### config.mk
export PLATFORM = sky130hd
export DESIGN_NAME = programmable_crc_engine_top_flat
export DESIGN_NICKNAME = d
export VERILOG_FILES = /design/src/rtl/pce_pkg.sv /design/src/rtl/pce_in_if.sv /design/src/rtl/pce_out_if.sv /design/src/rtl/pce_byte_step.sv /design/src/rtl/programmable_crc_engine_top.sv /design/src/flat_wrapper.sv
export SDC_FILE = /design/constraint.sdc
export NUM_CORES = 1
export LEC_CHECK = 0
export BUFFER_PORTS_ARGS = -buffer_cell sky130_fd_sc_hd__clkbuf_2
export CAP_MARGIN = 20
export CORE_MARGIN = 1.5
export CORE_UTILIZATION = 67
export CTS_BUF_LIST = sky130_fd_sc_hd__clkbuf_8 sky130_fd_sc_hd__clkbuf_16
export DETAILED_ROUTE_END_ITERATION = 7
export PLACE_DENSITY = 0.85
export SKIP_LAST_GASP = 1
export SYNTH_ARGS = -nofsm -noshare
export SYNTH_HDL_FRONTEND = slang
export SYNTH_SLANG_ARGS = --single-unit
export TNS_END_PERCENT = 30
### constraint.sdc
create_clock -name i_clk -period 8 [get_ports i_clk]
set_input_delay 0.4 -clock i_clk [delete_from_list [all_inputs] [get_ports i_clk]]
set_output_delay 0.4 -clock i_clk [all_outputs]
set_load 0.01 [all_outputs]
### src/rtl/pce_pkg.sv
// Package for the programmable CRC engine: widths, codes, reset values, types.
// No dependencies; every other file in rtl/ imports it.

package pce_pkg;

    localparam int BYTE_W     = 8;
    localparam int CRC_W      = 64;
    localparam int HALF_W     = 32;
    localparam int MODE_W     = 2;
    localparam int CFG_IDX_W  = 1;
    localparam int CFG_DATA_W = 64;
    localparam int BIT_STEPS  = 8;

    typedef logic [CRC_W-1:0]     t_crc;
    typedef logic [MODE_W-1:0]    t_mode;
    typedef logic [BYTE_W-1:0]    t_byte;
    typedef logic [CFG_IDX_W-1:0] t_cfg_idx;

    // CRC mode codes; the unused code behaves as reflected 32-bit
    localparam t_mode MODE_REFL32 = 2'd0;
    localparam t_mode MODE_REFL64 = 2'd1;
    localparam t_mode MODE_FWD32  = 2'd2;

    // configuration register indexes
    localparam t_cfg_idx REG_POLYNOMIAL = 1'b0;
    localparam t_cfg_idx REG_CRC_MODE   = 1'b1;

    localparam t_crc  POLY_RESET = 64'h0000_0000_EDB8_8320;
    localparam t_crc  CRC_INIT   = {CRC_W{1'b1}};
    localparam t_mode MODE_RESET = MODE_REFL32;

    // step unit control, travels from the top level to the datapath
    typedef struct packed {
        t_mode mode;
        t_crc  poly;
    } t_step_ctrl;

endpackage

### src/rtl/pce_in_if.sv
// Byte channel of the CRC engine: valid/ready handshake plus data_byte/last_byte.
// Depends on pce_pkg.

interface pce_in_if import pce_pkg::*; ();
    logic  valid;
    logic  ready;
    t_byte data_byte;
    logic  last_byte;

    modport source (output valid, output data_byte, output last_byte, input ready);
    modport sink   (input valid, input data_byte, input last_byte, output ready);
endinterface

### src/rtl/pce_out_if.sv
// Result channel of the CRC engine: valid/ready handshake plus crc_value.
// Depends on pce_pkg.

interface pce_out_if import pce_pkg::*; ();
    logic valid;
    logic ready;
    t_crc crc_value;

    modport source (output valid, output crc_value, input ready);
    modport sink   (input valid, input crc_value, output ready);
endinterface

### src/rtl/pce_byte_step.sv
// Byte update of the CRC register: eight unrolled XOR-shift steps, reflected
// or forward, 32 or 64 bits wide. Purely combinational. Depends on pce_pkg.

module pce_byte_step import pce_pkg::*; (
    input  t_step_ctrl i_ctrl,
    input  t_crc       i_crc,
    input  t_byte      i_data_byte,
    output t_crc       o_crc
);

    t_crc work;
    t_crc poly;

    always_comb begin
        // narrow the register and polynomial for the 32-bit modes
        case (i_ctrl.mode)
            MODE_REFL64: begin
                work = i_crc;
                poly = i_ctrl.poly;
            end
            default: begin
                work = {{(CRC_W-HALF_W){1'b0}}, i_crc[HALF_W-1:0]};
                poly = {{(CRC_W-HALF_W){1'b0}}, i_ctrl.poly[HALF_W-1:0]};
            end
        endcase

        if (i_ctrl.mode == MODE_FWD32) begin
            // forward: byte into bits 31..24, shift left out of bit 31
            work[HALF_W-1 -: BYTE_W] = work[HALF_W-1 -: BYTE_W] ^ i_data_byte;
            for (int k = 0; k < BIT_STEPS; k++) begin
                if (work[HALF_W-1]) begin
                    work = {{(CRC_W-HALF_W){1'b0}}, work[HALF_W-2:0], 1'b0} ^ poly;
                end else begin
                    work = {{(CRC_W-HALF_W){1'b0}}, work[HALF_W-2:0], 1'b0};
                end
            end
        end else begin
            // reflected: byte into the low bits, shift right out of bit 0
            work[BYTE_W-1:0] = work[BYTE_W-1:0] ^ i_data_byte;
            for (int k = 0; k < BIT_STEPS; k++) begin
                if (work[0]) begin
                    work = (work >> 1) ^ poly;
                end else begin
                    work = work >> 1;
                end
            end
        end
        o_crc = work;
    end

endmodule

### src/rtl/programmable_crc_engine_top.sv
// Top level of the programmable CRC engine: configuration registers, input
// register, CRC register and result register. Depends on pce_pkg, pce_in_if,
// pce_out_if and pce_byte_step.
//
//  channel    dir  payload                   role
//  i_byte_ch  in   data_byte[7:0], last_byte  message bytes, one per transfer
//  o_crc_ch   out  crc_value[63:0]            final CRC, one per message
//  i_cfg_*    in   index[0], data[63:0]       polynomial / crc_mode writes
//
// One byte per cycle sustained unless a last byte waits on a stalled result; a last
// byte's result is formed by the eight-step XOR-shift network between the input
// register and the CRC register and is then held in the result register.
// Reset loads the CRC register with all ones, polynomial 0xEDB88320, mode 0.
// A stalled result blocks the input only when the input register holds a
// last byte; other bytes keep flowing into the CRC register.

module programmable_crc_engine_top import pce_pkg::*; (
    input  logic      i_clk,
    input  logic      i_rst_n,
    input  logic      i_cfg_we,
    input  t_cfg_idx  i_cfg_index,
    input  logic [CFG_DATA_W-1:0] i_cfg_data,
    pce_in_if.sink    i_byte_ch,
    pce_out_if.source o_crc_ch
);

    t_crc       r_poly;
    t_mode      r_mode;
    logic       r_in_valid, n_in_valid;
    t_byte      r_in_byte;
    logic       r_in_last;
    t_crc       r_crc, n_crc;
    logic       r_out_valid, n_out_valid;
    t_crc       r_out_crc, n_out_crc;

    logic       advance;
    logic       in_transfer;
    t_crc       step_crc;
    t_step_ctrl step_ctrl;

    // configuration registers
    always_ff @(posedge i_clk) begin
        if (!i_rst_n) begin
            r_poly <= POLY_RESET;
            r_mode <= MODE_RESET;
        end else if (i_cfg_we) begin
            case (i_cfg_index)
                REG_POLYNOMIAL: r_poly <= i_cfg_data;
                REG_CRC_MODE:   r_mode <= i_cfg_data[MODE_W-1:0];
                default:        ;
            endcase
        end
    end

    // the held byte moves on unless it closes a message and the result slot is stuck
    assign advance     = r_in_valid && (!r_in_last || !r_out_valid || o_crc_ch.ready);
    assign i_byte_ch.ready = !r_in_valid || advance;
    assign in_transfer = i_byte_ch.valid && i_byte_ch.ready;

    assign step_ctrl = '{mode: r_mode, poly: r_poly};

    pce_byte_step u_step (
        .i_ctrl      (step_ctrl),
        .i_crc       (r_crc),
        .i_data_byte (r_in_byte),
        .o_crc       (step_crc)
    );

    // next-state logic for the input stage, CRC register and result slot
    always_comb begin
        n_in_valid  = in_transfer ? 1'b1 : (advance ? 1'b0 : r_in_valid);
        n_crc       = r_crc;
        n_out_valid = r_out_valid && !o_crc_ch.ready;
        n_out_crc   = r_out_crc;
        if (advance) begin
            n_crc = r_in_last ? CRC_INIT : step_crc;
            if (r_in_last) begin
                n_out_valid = 1'b1;
                if (r_mode == MODE_REFL64) begin
                    n_out_crc = ~step_crc;
                end else begin
                    n_out_crc = {{(CRC_W-HALF_W){1'b0}}, ~step_crc[HALF_W-1:0]};
                end
            end
        end
    end

    always_ff @(posedge i_clk) begin
        if (!i_rst_n) begin
            r_in_valid  <= 1'b0;
            r_crc       <= CRC_INIT;
            r_out_valid <= 1'b0;
        end else begin
            r_in_valid  <= n_in_valid;
            r_crc       <= n_crc;
            r_out_valid <= n_out_valid;
        end
    end

    // payload registers
    always_ff @(posedge i_clk) begin
        if (in_transfer) begin
            r_in_byte <= i_byte_ch.data_byte;
            r_in_last <= i_byte_ch.last_byte;
        end
        r_out_crc <= n_out_crc;
    end

    assign o_crc_ch.valid     = r_out_valid;
    assign o_crc_ch.crc_value = r_out_crc;

endmodule

### src/flat_wrapper.sv
// flat-port wrapper written by rule: the top's interface ports become plain ports
module programmable_crc_engine_top_flat import pce_pkg::*;
  (i_clk, i_rst_n, i_cfg_we, i_cfg_index, i_cfg_data, i_byte_ch_valid, i_byte_ch_data_byte, i_byte_ch_last_byte, i_byte_ch_ready, o_crc_ch_valid, o_crc_ch_crc_value, o_crc_ch_ready);
  pce_in_if i_byte_ch_i ();
  pce_out_if o_crc_ch_i ();
  input  logic i_clk;
  input  logic i_rst_n;
  input  logic i_cfg_we;
  input  t_cfg_idx i_cfg_index;
  input  logic [CFG_DATA_W-1:0] i_cfg_data;
  input wire logic [$bits(i_byte_ch_i.valid)-1:0] i_byte_ch_valid;
  input wire logic [$bits(i_byte_ch_i.data_byte)-1:0] i_byte_ch_data_byte;
  input wire logic [$bits(i_byte_ch_i.last_byte)-1:0] i_byte_ch_last_byte;
  output wire logic [$bits(i_byte_ch_i.ready)-1:0] i_byte_ch_ready;
  output wire logic [$bits(o_crc_ch_i.valid)-1:0] o_crc_ch_valid;
  output wire logic [$bits(o_crc_ch_i.crc_value)-1:0] o_crc_ch_crc_value;
  input wire logic [$bits(o_crc_ch_i.ready)-1:0] o_crc_ch_ready;
  assign i_byte_ch_i.valid = i_byte_ch_valid;
  assign i_byte_ch_i.data_byte = i_byte_ch_data_byte;
  assign i_byte_ch_i.last_byte = i_byte_ch_last_byte;
  assign i_byte_ch_ready = i_byte_ch_i.ready;
  assign o_crc_ch_valid = o_crc_ch_i.valid;
  assign o_crc_ch_crc_value = o_crc_ch_i.crc_value;
  assign o_crc_ch_i.ready = o_crc_ch_ready;
  programmable_crc_engine_top u_core (.i_clk(i_clk), .i_rst_n(i_rst_n), .i_cfg_we(i_cfg_we), .i_cfg_index(i_cfg_index), .i_cfg_data(i_cfg_data), .i_byte_ch(i_byte_ch_i), .o_crc_ch(o_crc_ch_i));
endmodule
==> results by group, run 1 <==
Status
  • Status: complete, no violations

Global routing
  • GRT overflow: 0
  • Global-route wire length before repair: between 90000 and 100000 µm
  • Antenna violations before repair: 0
  • Pin count of the biggest net entering global routing: 66
  • GRT Resource Usage Total: 0.3776
  • Vias in the first global route: 18.33k

Pwr
  • Pwr Density: 424.2 mW/mm²
  • LEAKAGE: about 7.6 nW
  • VDD IR-drop max: 0.3439 mV

Place
  • Cell Area, Placed: slightly above 0.02 mm²
  • Buffers on Ports: 144
  • GPL Wtd Cong: approximately 1
  • Placed Instances: 3009
  • Hpwl dp: 37370 µm

Layout
  • Net count of the finished layout: 2732
  • Area Overhead vs Synth: 6.968%
  • Share of cells above drive strength 1: 0.1041
  • Fin util: 0.7302
  • Final Instance Count excl. Fillers: between 3k and 4k
  • Fillers: 2241
  • Antenna cells: 0
  • Cell area after layout: around 0.021 mm²

Logic synthesis
  • Count leader, synth: nand2_1
  • Synth unique cells: 80
  • Synthesized Nets: about 2.8k
  • Synth cell count leaders: nand2_1, xnor2_1, clkbuf_1, nor2_1, dfxtp_1
  • Post-synth top area cell: xnor2_1
  • Synth top area cells: xnor2_1, nand2_1, dfxtp_1, edfxtp_1, xor2_1
  • Mapped Area: 0.01965 mm²
  • Yosys reg bits: 205
  • Synth warn: 0
  • Average size of a mapped cell: 7.317 µm²
  • Post-synthesis async set-or-reset flop share: 0
  • Area fraction of the dominant cell type after synthesis: 0.2559
  • Gate Count Post-Synth: 2685
  • Post-synth top flop: dfxtp_1
  • Post-synthesis sequential area ratio: 0.2461
  • EDFF count, synth: 73

Critical path
  • WP data required: 8.29 ns
  • RR Endpoint: u_core.o_crc_ch.crc_value[29]
  • Arrival @ worst endpoint: 6.48 ns
  • CP max stage delay: 0.77 ns
  • RR Startpoint: u_core.r_in_byte[0]
  • Crit path cell chain: xor2_4, buf_4, nand2_1, xnor2_1, xnor3_2, buf_4, nand4_1, o21ai_1, a32oi_1, a21o_2, nand2_2, nor2_1, a32oi_1, and2_1
  • CP delay by family, top: XOR/XNOR gates
  • Reg2Reg Depth: 14
  • Critical path class: register to register
  • Worst setup SP type: register
  • CP endpoint kind: register
  • Buf/Inv on CP: 2
  • Reg2reg setup slack: 1.81 ns
  • Max stage delay cell, worst path: xor2_4
  • Worst Path Max Fanout: 40

STA
  • Fmax: 161.6 MHz
  • Clk_skew: just under 0.03 ns
  • Slew Viols, Final: 0
  • RSZ-0062 raised after global routing: false
  • Final Hold Fails: 0
  • Fin crit period: a little over 6 ns
  • Final TNS setup: 0 ns
  • Slew at the pin closest to its max-slew limit: 1.160 ns
  • Final period util: 0.7736
  • Final setup violation count: 0
  • Rel. slew slack: 0.2269

Die
  • Die Wd: 174.2 µm
  • Core footprint: 0.02878 mm²
  • IO Count: 145
  • Initial cell density of the core: 0.6826
  • # rows: 62
  • Total die area: between 0.03 and 0.04 mm²
  • Die Height: 174.2 µm

Clocking
  • TritonCTS clock tree: done
  • Clk_lat worst skew: ~0.56 ns
  • Clock sink count: 205
  • CTS buffer count: 24
  • H-tree depth: 1
  • Clk slew on worst S/H paths: 0.06 ns
  • # Post-CTS Setup Buffers: 0
  • Clk buf depth: 3
  • CTS Root Buffer Type: clkbuf_16

Route
  • Vias per inst: between 6 and 7
  • DRT Wirelength: between 50000 and 60000 µm
  • Routed Antenna Nets: 0
  • Initial DRC Count: ~1.9k
  • Via count: 18.74k
  • WL/cell: 18.89 µm
  • Iteration count of the initial detailed-routing pass: 7
  • DR DRC count: 0

Min path
  • Worst hold start: i_byte_ch_data_byte[1]
  • Hold path depth: 1
  • Worst hold path class: primary input to register
  • Hold Crit Endpoint: u_core.r_in_byte[1]

Run
  • Max cap viols: 0
## metal layers
| layer | global-route usage | wire length (µm) | up-vias |
|---|---|---|---|
| li1 | - | - | 8662 |
| met1 | 0.4578 | 21860 | 8694 |
| met2 | 0.6205 | 26840 | 1091 |
| met3 | 0.06299 | 5574 | 292 |
| met4 | 0.2443 | 3428 | 0 |
| met5 | 0 | 0 | - |
## worst max path at each step
stage / from / end / slack [ns] / cells after the start
4_1_cts: u_core.r_in_byte[0] / u_core.o_crc_ch.crc_value[11] / 1.95 / 14
5_1_grt: u_core.r_crc[0] / u_core.o_crc_ch.crc_value[29] / 1.61 / 14
3_5_place_dp: u_core.r_in_byte[0] / u_core.o_crc_ch.crc_value[11] / 2.01 / 14
3_3_place_gp: u_core.r_in_byte[0] / u_core.o_crc_ch.crc_value[12] / 2.24 / 14
6_report: u_core.r_in_byte[0] / u_core.o_crc_ch.crc_value[29] / 1.81 / 14
2_1_floorplan: u_core.r_in_byte[2] / u_core.o_crc_ch.crc_value[31] / 3.82 / 17
## registers in the layout (all words and copies together) (netlist names)
name                       cells
u_core.o_crc_ch.crc_value     64
u_core.r_crc                  64
u_core.r_poly                 64
u_core.r_in_byte               8
u_core.r_mode                  2
u_core.o_crc_ch.valid          1
u_core.r_in_last               1
u_core.r_in_valid              1
## stage by stage
step	power [mW]	worst slack, ns	hold WS [ns]
after floorplan	6.480	3.816	0.4564
after global placement	7.482	2.237	0.4665
after detailed placement	7.668	2.011	0.4728
after CTS	8.787	1.953	0.006524
after global routing	9.434	1.606	0.009371
final	8.915	1.812	0.01988
## cells in the final DEF, fill, tap and decap left out, types with 5 or more instances in the layout
cell	synthesis	routed
nand2_1	800	800
xnor2_1	574	571
clkbuf_2	0	144
nor2_1	134	134
dfxtp_1	132	132
a21oi_1	91	91
xor2_1	90	88
edfxtp_1	73	73
nand3_1	54	54
a31oi_1	45	45
and2_1	47	45
inv_1	28	37
a211o_1	37	37
buf_4	6	37
nor3_1	34	34
mux2i_1	27	27
o31a_1	24	24
o21ai_0	24	24
clkbuf_16	0	24
o211ai_1	20	20
or4_1	19	19
a21oi_2	15	15
o21ai_1	12	12
and3_1	11	11
a221o_1	11	11
or3_1	9	9
o21a_1	8	8
nand4_1	7	7
a211oi_1	6	6
xnor3_1	7	6
or2_1	6	5
o31ai_1	5	5
## repair_timing
item / 4_1_cts / 5_1_grt
hold endpoints to repair: 1 / 0
setup endpoints to repair: 0 / 0
hold buffers: 1 / 0
gates resized for setup: 0 / 0
## cells by family after synthesis
logic type             share of synthesized area
XOR/XNOR                                  0.3079
AND/OR/NAND/NOR                           0.2484
flip-flops                                0.2461
AO/OA/AOI/OAI                             0.1239
buffers and inverters                    0.05649
multiplexers                             0.01720
## cell type report
class	instances	area, µm²	area share
tap	384	480.5	0.02286
timing repair buffer	183	1016	0.04835
inverter	30	112.6	0.005359
sequential	205	4835	0.2301
multi-input combinational	2209	13800	0.6565
clock buffer	27	641.9	0.03054
clock inverter	17	132.6	0.006311
## report_power, final
part	switching [mW]	internal [mW]	leakage, nW
Clock	0.457	0.635	0.419
Sequential	0.176	1.29	1.77
Combinational	3.69	2.67	5.45
Total	4.32	4.60	7.64
Power figures use the tool's default switching activity.
==> run 2: changes to the inputs <==
Settings changed: CORE_UTILIZATION 67 to 63, PLACE_DENSITY 0.85 to 0.81.
Clock period 8 ns to 5.7 ns, I/O delays scaled along.
==> run 2 against run 1 <==
Wire length rose by 5.4%; sequential share of layout area fell by 0.91 points; core utilization fell by 1.7 points; clock power rose by 40%; final cell count rose by 3.2%; clock skew fell by 0.013 ns.
==> results by group, run 2 (synthesized netlist as in run 1, its figures left out) <==
STA
  • Final TNS setup: 0 ns (unchanged)
  • Clk_skew: 0.01695 ns (-0.01272 ns)
  • RSZ-0062 raised after global routing: false
  • Rel. slew slack: 0.3220 (+0.09518)
  • Fin crit period: 5.385 ns (-0.8036 ns)
  • Slew Viols, Final: 0 (unchanged)
  • Final period util: 0.9447 (+0.1712)
  • Final Hold Fails: 0 (unchanged)
  • Final setup violation count: 0 (unchanged)
  • Slew at the pin closest to its max-slew limit: 1.017 ns (-0.1428 ns)
  • Fmax: 185.7 MHz (+15%)

Clocking
  • Clock sink count: 205 (unchanged)
  • # resized after CTS: 0 (unchanged)
  • CTS Root Buffer Type: clkbuf_16
  • Clk_lat worst skew: 0.54 ns (-0.02 ns)
  • CTS buffer count: 23 (-4.2%)
  • Clk buf depth: 3 (unchanged)
  • H-tree depth: 1 (unchanged)
  • # Post-CTS Setup Buffers: 0 (unchanged)
  • Clk slew on worst S/H paths: 0.07 ns (about the same)
  • TritonCTS clock tree: done

Critical path
  • Arrival @ worst endpoint: 5.66 ns (-0.82 ns)
  • CP endpoint kind: register
  • Reg2Reg Depth: 14 (unchanged)
  • WP data required: 5.97 ns (-2.32 ns)
  • Worst Path Max Fanout: 42 (+5.0%)
  • Critical path class: register to register
  • Worst setup SP type: register

Global routing
  • Most Crowded Layer GR: met2
  • GR Util met2: 0.6092 (-0.01129)
  • GRT Resource Usage Total: 0.3661 (-0.01153)
  • GRT overflow: 0 (unchanged)
  • Grt met3 use: 0.05531 (-0.007684)
  • Global-route wire length before repair: 97220 µm (+4.5%)
  • GR Util met1: 0.4493 (-0.008529)
  • Pin count of the biggest net entering global routing: 60 (-9.1%)
  • Antenna violations before repair: 1 (+1)
  • Vias in the first global route: 18.91k (+3.1%)

Route
  • DRT Wirelength: 60800 µm (+5.4%)
  • Initial DRC Count: 2237 (+17%)
  • Vias per inst: 6.126 (-0.14%)
  • Routed Antenna Nets: 0 (unchanged)
  • Via count: 19.31k (+3.1%)
  • WL/cell: 19.28 µm (+2.1%)
  • Iteration count of the initial detailed-routing pass: 8 (+1)
  • DR DRC count: 0 (unchanged)

Layout
  • Antenna cells: 0 (unchanged)
  • Final Instance Count excl. Fillers: 3153 (+3.2%)
  • Share of cells above drive strength 1: 0.1099 (+0.005821)
  • Cell area after layout: 0.02188 mm² (+4.1%)
  • Most frequent cells in the layout: nand2_1, xnor2_1, clkbuf_2, nor2_1, dfxtp_1
  • Area Overhead vs Synth: 11.38%
  • Commonest non-fill, non-tap cell in the layout: nand2_1
  • Net count of the finished layout: 2819 (+3.2%)

Place
  • GPL Wtd Cong: 0.9363 (-4.3%)
  • Buffers on Ports: 144 (unchanged)
  • Placed Instances: 3043 (+1.1%)
  • Hpwl dp: 40040 µm (+7.1%)
  • Cell Area, Placed: 0.02044 mm² (+1.1%)

Pwr
  • VDD IR-drop max: 0.4099 mV (+19%)
  • Switching power: 6.132 mW (+42%)
  • Comb pwr share: 0.718 (+0.005)
  • LEAKAGE: 8.011 nW (+4.8%)
  • Clock share of power: 0.120 (-0.002)
  • Part of the power in registers: 0.161 (-0.003)
  • Sw Ratio: 0.4829 (-0.001632)
  • Internal Power: 6.568 mW (+43%)
  • Pwr Density: 580.4 mW/mm² (+37%)

Run
  • Max cap viols: 0 (unchanged)

Die
  • Initial cell density of the core: 0.6405 (-0.04205)
  • IO Count: 145 (unchanged)
  • Core footprint: 0.03067 mm² (+6.6%)
  • Die Wd: 179.6 µm (+3.1%)
  • Total die area: 0.03225 mm² (+6.2%)
  • Die Height: 179.6 µm (+3.1%)
  • # rows: 64 (+3.2%)

Min path
  • Worst hold path class: primary input to register
  • Hold path depth: 3 (+2)

Status
  • Status: complete, no violations
## run 2: cell count changes in the layout (fill, tap and decap cells not counted), moves of 2 or more
cell           delta
dlygate4sd3_1    +67
clkbuf_8          +2
buf_12            +3
buf_4            +18
inv_1             -6
clkinvlp_4        +2
## run 2: critical path, stage by stage, from the launching register on
cell and delay [ns]:
edfxtp_1 0.52, xor2_4 0.38, nand2_1 0.12, xnor2_1 0.34, a21o_1 0.23, nand2_1 0.40
a2111oi_4 0.56, o31a_1 0.42, or2_2 0.86, buf_4 0.40, nand2_1 0.11, xnor2_1 0.25
nand2_1 0.12, xor2_1 0.32, nor2_1 0.07
## run 2: power groups by stage
stage          combinational [mW]  sequential [mW]  clock, mW
2_1_floorplan                7.13             1.97          0
3_3_place_gp                 8.66             2.06          0
3_5_place_dp                 8.88             2.06          0
4_1_cts                      8.97             2.04       1.53
5_1_grt                      9.79             2.06       1.59
6_report                     9.12             2.05       1.53
## run 2: layout make-up
class,count,area (µm²)
sequential,205,4835
multi-input combinational,2209,13770
fill,2376,8788
tap,396,495.5
timing repair buffer,271,1902
clock inverter,13,93.84
inverter,30,112.6
clock buffer,29,669.4
## run 2: what timing repair did
item / in CTS / in global routing
hold endpoints to repair: 68 / 0
setup endpoints to repair: 0 / 0
hold buffers: 68 / 0
## run 2: worst paths after layout
| check | slack, ns | start | to |
|---|---|---|---|
| worst max-delay path | 0.32 | u_core.r_in_byte[0] | u_core.o_crc_ch.crc_value[34] |
| worst min-delay path | 0.02 | i_cfg_data[7] | u_core.r_poly[7] |
| worst min register to register | 0.48 | u_core.r_poly[1] | u_core.r_poly[1] |
| worst max register to register | 0.32 | u_core.r_in_byte[0] | u_core.o_crc_ch.crc_value[34] |
## run 2: per-layer routing
metal | share of wire | wire length, µm | up-vias
met4 | 0.057 | 3489 | 0
met5 | 0 | 0 | -
met3 | 0.095 | 5764 | 280
li1 | - | - | 8834
met1 | 0.38 | 23250 | 9030
met2 | 0.47 | 28290 | 1170
## run 2: per-stage QoR
step / worst slack [ns] / util / power, mW / hold slack, ns
final: 0.3152 / 0.7134 / 12.70 / 0.01546
after global routing: 0.05078 / 0.7134 / 13.44 / 0.03126
after CTS: 0.4792 / 0.7134 / 12.54 / 0.0007772
after detailed placement: 0.5227 / 0.6664 / 10.95 / 0.4653
after global placement: 0.5649 / 0.6652 / 10.73 / 0.4632
after floorplan: 1.516 / - / 9.095 / 0.3839
==> run 3: changes to the inputs <==
Settings changed: PLACE_DENSITY 0.81 to unset, PLACE_DENSITY_LB_ADDON set to 0.2.
==> run 3 against run 2 <==
First-iteration DRC count down 7.3%; wire length up 0.43%; critical path depth up 1; clock skew about the same; worst setup slack better by 0.12 ns; power up 2.1%.
==> results by group, run 3 (synthesized netlist as in run 1, its figures left out) <==
Layout
  • Net count of the finished layout: 2820 (+0.035%)
  • Commonest non-fill, non-tap cell in the layout: nand2_1
  • Cell area after layout: 0.02199 mm² (+0.52%)
  • Antenna cells: 0 (unchanged)
  • Share of cells above drive strength 1: 0.1112 (+0.001330)
  • Most frequent cells in the layout: nand2_1, xnor2_1, clkbuf_2, nor2_1, dfxtp_1
  • Area Overhead vs Synth: 11.96%
  • Fillers: 2417 (+1.7%)

Pwr
  • Pwr Density: 589.7 mW/mm² (+1.6%)
  • Comb pwr share: 0.703 (-0.015)
  • VDD IR-drop max: 0.4945 mV (+21%)
  • Clock share of power: 0.139 (+0.019)
  • Switching power: 6.226 mW (+1.5%)
  • Sw Ratio: 0.4800 (-0.002830)
  • Part of the power in registers: 0.158 (-0.003)
  • Internal Power: 6.744 mW (+2.7%)
  • LEAKAGE: 8.064 nW (+0.67%)

Clocking
  • # Post-CTS Setup Buffers: 0 (unchanged)
  • CTS Root Buffer Type: clkbuf_16
  • Clk buf depth: 3 (unchanged)
  • CTS buffer count: 25 (+8.7%)
  • H-tree depth: 1 (unchanged)
  • Clock sink count: 205 (unchanged)
  • TritonCTS clock tree: done
  • Clk slew on worst S/H paths: 0.06 ns (about the same)
  • Clk_lat worst skew: 0.56 ns (+0.02 ns)

STA
  • Final period util: 0.9230 (-0.02168)
  • RSZ-0062 raised after global routing: false
  • Fin crit period: 5.261 ns (-0.1236 ns)
  • Slew at the pin closest to its max-slew limit: 1.027 ns (+0.01044 ns)
  • Slew Viols, Final: 0 (unchanged)
  • Final setup violation count: 0 (unchanged)
  • Fmax: 190.1 MHz (+2.3%)
  • Final Hold Fails: 0 (unchanged)
  • Rel. slew slack: 0.3151 (-0.006961)
  • Final TNS setup: 0 ns (unchanged)
  • Clk_skew: 0.01737 ns (+0.0004216 ns)

Die
  • Die Wd: 179.6 µm (unchanged)
  • # rows: 64 (unchanged)
  • Die Height: 179.6 µm (unchanged)
  • Initial cell density of the core: 0.6405 (unchanged)
  • IO Count: 145 (unchanged)
  • Core footprint: 0.03067 mm² (unchanged)
  • Total die area: 0.03225 mm² (unchanged)

Critical path
  • Worst setup SP type: register
  • CP max stage delay: 0.75 ns (-0.11 ns)
  • Critical path class: register to register
  • WP data required: 6.01 ns (+0.04 ns)
  • Buf/Inv on CP: 1 (unchanged)
  • Arrival @ worst endpoint: 5.57 ns (-0.09 ns)
  • CP endpoint kind: register
  • Worst Path Max Fanout: 28 (-33%)
  • CP delay by family, top: XOR/XNOR gates
  • Crit path cell chain: xnor2_1, o21ai_2, o2111ai_1, a21oi_1, o31a_1, or2_1, xnor3_1, a21oi_4, xnor2_4, buf_4, nand2_1, xnor2_1, or4_1, o31a_1, and2_1
  • Max stage delay cell, worst path: xnor2_4

Route
  • Iteration count of the initial detailed-routing pass: 6 (-2)
  • Routed Antenna Nets: 0 (unchanged)
  • DRT Wirelength: 61060 µm (+0.43%)
  • Via count: 19.02k (-1.5%)
  • Initial DRC Count: 2074 (-7.3%)
  • DR DRC count: 0 (unchanged)
  • Vias per inst: 6.028 (-1.6%)
  • WL/cell: 19.35 µm (+0.34%)

Global routing
  • Pin count of the biggest net entering global routing: 62 (+3.3%)
  • Global-route wire length before repair: 97370 µm (+0.16%)
  • GRT overflow: 0 (unchanged)
  • GRT Resource Usage Total: 0.3698 (+0.003719)
  • Vias in the first global route: 18.44k (-2.5%)
  • Antenna violations before repair: 0 (-1)

Place
  • Hpwl dp: 39420 µm (-1.5%)
  • Cell Area, Placed: 0.02037 mm² (-0.32%)
  • Buffers on Ports: 144 (unchanged)
  • GPL Wtd Cong: 0.9224 (-1.5%)

Min path
  • Worst hold path class: primary input to register

Run
  • Max cap viols: 0 (unchanged)

Status
  • Status: complete, no violations
-- run 3: cell types whose count changed in the layout (fill, tap and decap cells not counted), moves of 2 or more --
cell        before  now
buf_12           3    1
bufinv_16        1    6
clkbuf_8         5    3
clkinv_4         0    3
clkinvlp_4       2    0
-- run 3: worst paths after layout --
| check | slack [ns] | from | endpoint | cells past startpoint |
|---|---|---|---|---|
| min reg2reg | 0.48 | u_core.r_crc[39] | u_core.r_crc[39] | 1 |
| max | 0.44 | u_core.r_in_byte[1] | u_core.o_crc_ch.crc_value[21] | 15 |
| max reg2reg | 0.44 | u_core.r_in_byte[1] | u_core.o_crc_ch.crc_value[21] | 15 |
| min | 0.01 | i_cfg_data[33] | u_core.r_poly[33] | 3 |
-- run 3: power by group through the flow --
stage / combinational (mW) / clock, mW / sequential (mW)
after floorplan: 7.13 / 0 / 1.97
after global placement: 8.71 / 0 / 2.06
after detailed placement: 8.87 / 0 / 2.06
after CTS: 8.96 / 1.82 / 2.03
after global routing: 9.81 / 1.87 / 2.05
final: 9.12 / 1.81 / 2.04
-- run 3: timing repair --
item | in CTS | in global routing
endpoints found under the setup margin | 0 | 2
hold buffers | 69 | 0
hold endpoints to repair | 70 | 0
gates resized for setup | 0 | 1
-- run 3: area by class of cell --
cell class,instances,area [µm²],area share
clock buffers,28,666.9,0.03032
repair buffers,270,1852,0.08419
well taps,396,495.5,0.02253
flip-flops and latches,205,4835,0.2198
clock inverters,18,256.5,0.01166
inverters,30,112.6,0.005120
multi-input cells,2209,13780,0.6264
-- run 3: layer usage --
layer  global-route usage  vias up  share of wire  routed length [µm]
li1                     -     8829              -                   -
met1               0.4584     8974           0.39               23820
met2               0.6349     1008           0.48               29160
met3              0.04801      213          0.088                5386
met4               0.1773        0          0.044                2695
met5                    0        -              0                   0
-- run 3: worst reg2reg max path: stages, from the launching register on --
cell	delay (ns)
edfxtp_1	0.50
xnor2_1	0.58
o21ai_2	0.18
o2111ai_1	0.14
a21oi_1	0.14
o31a_1	0.37
or2_1	0.35
xnor3_1	0.46
a21oi_4	0.12
xnor2_4	0.75
buf_4	0.39
nand2_1	0.11
xnor2_1	0.17
or4_1	0.43
o31a_1	0.14
and2_1	0.18
-- run 3: through the flow --
step / worst slack (ns) / util / std cells / hold slack, ns / total power [mW]
detailed placement: 0.4117 / 0.6642 / 3040 / 0.4641 / 10.93
floorplan: 1.516 / - / 2685 / 0.3839 / 9.095
global placement: 0.4752 / 0.6642 / 3040 / 0.4641 / 10.76
finish: 0.4387 / 0.7172 / 3156 / 0.01216 / 12.97
global route: 0.1619 / 0.7172 / 3156 / 0.02240 / 13.73
CTS: 0.3880 / 0.7168 / 3155 / 0.006534 / 12.81
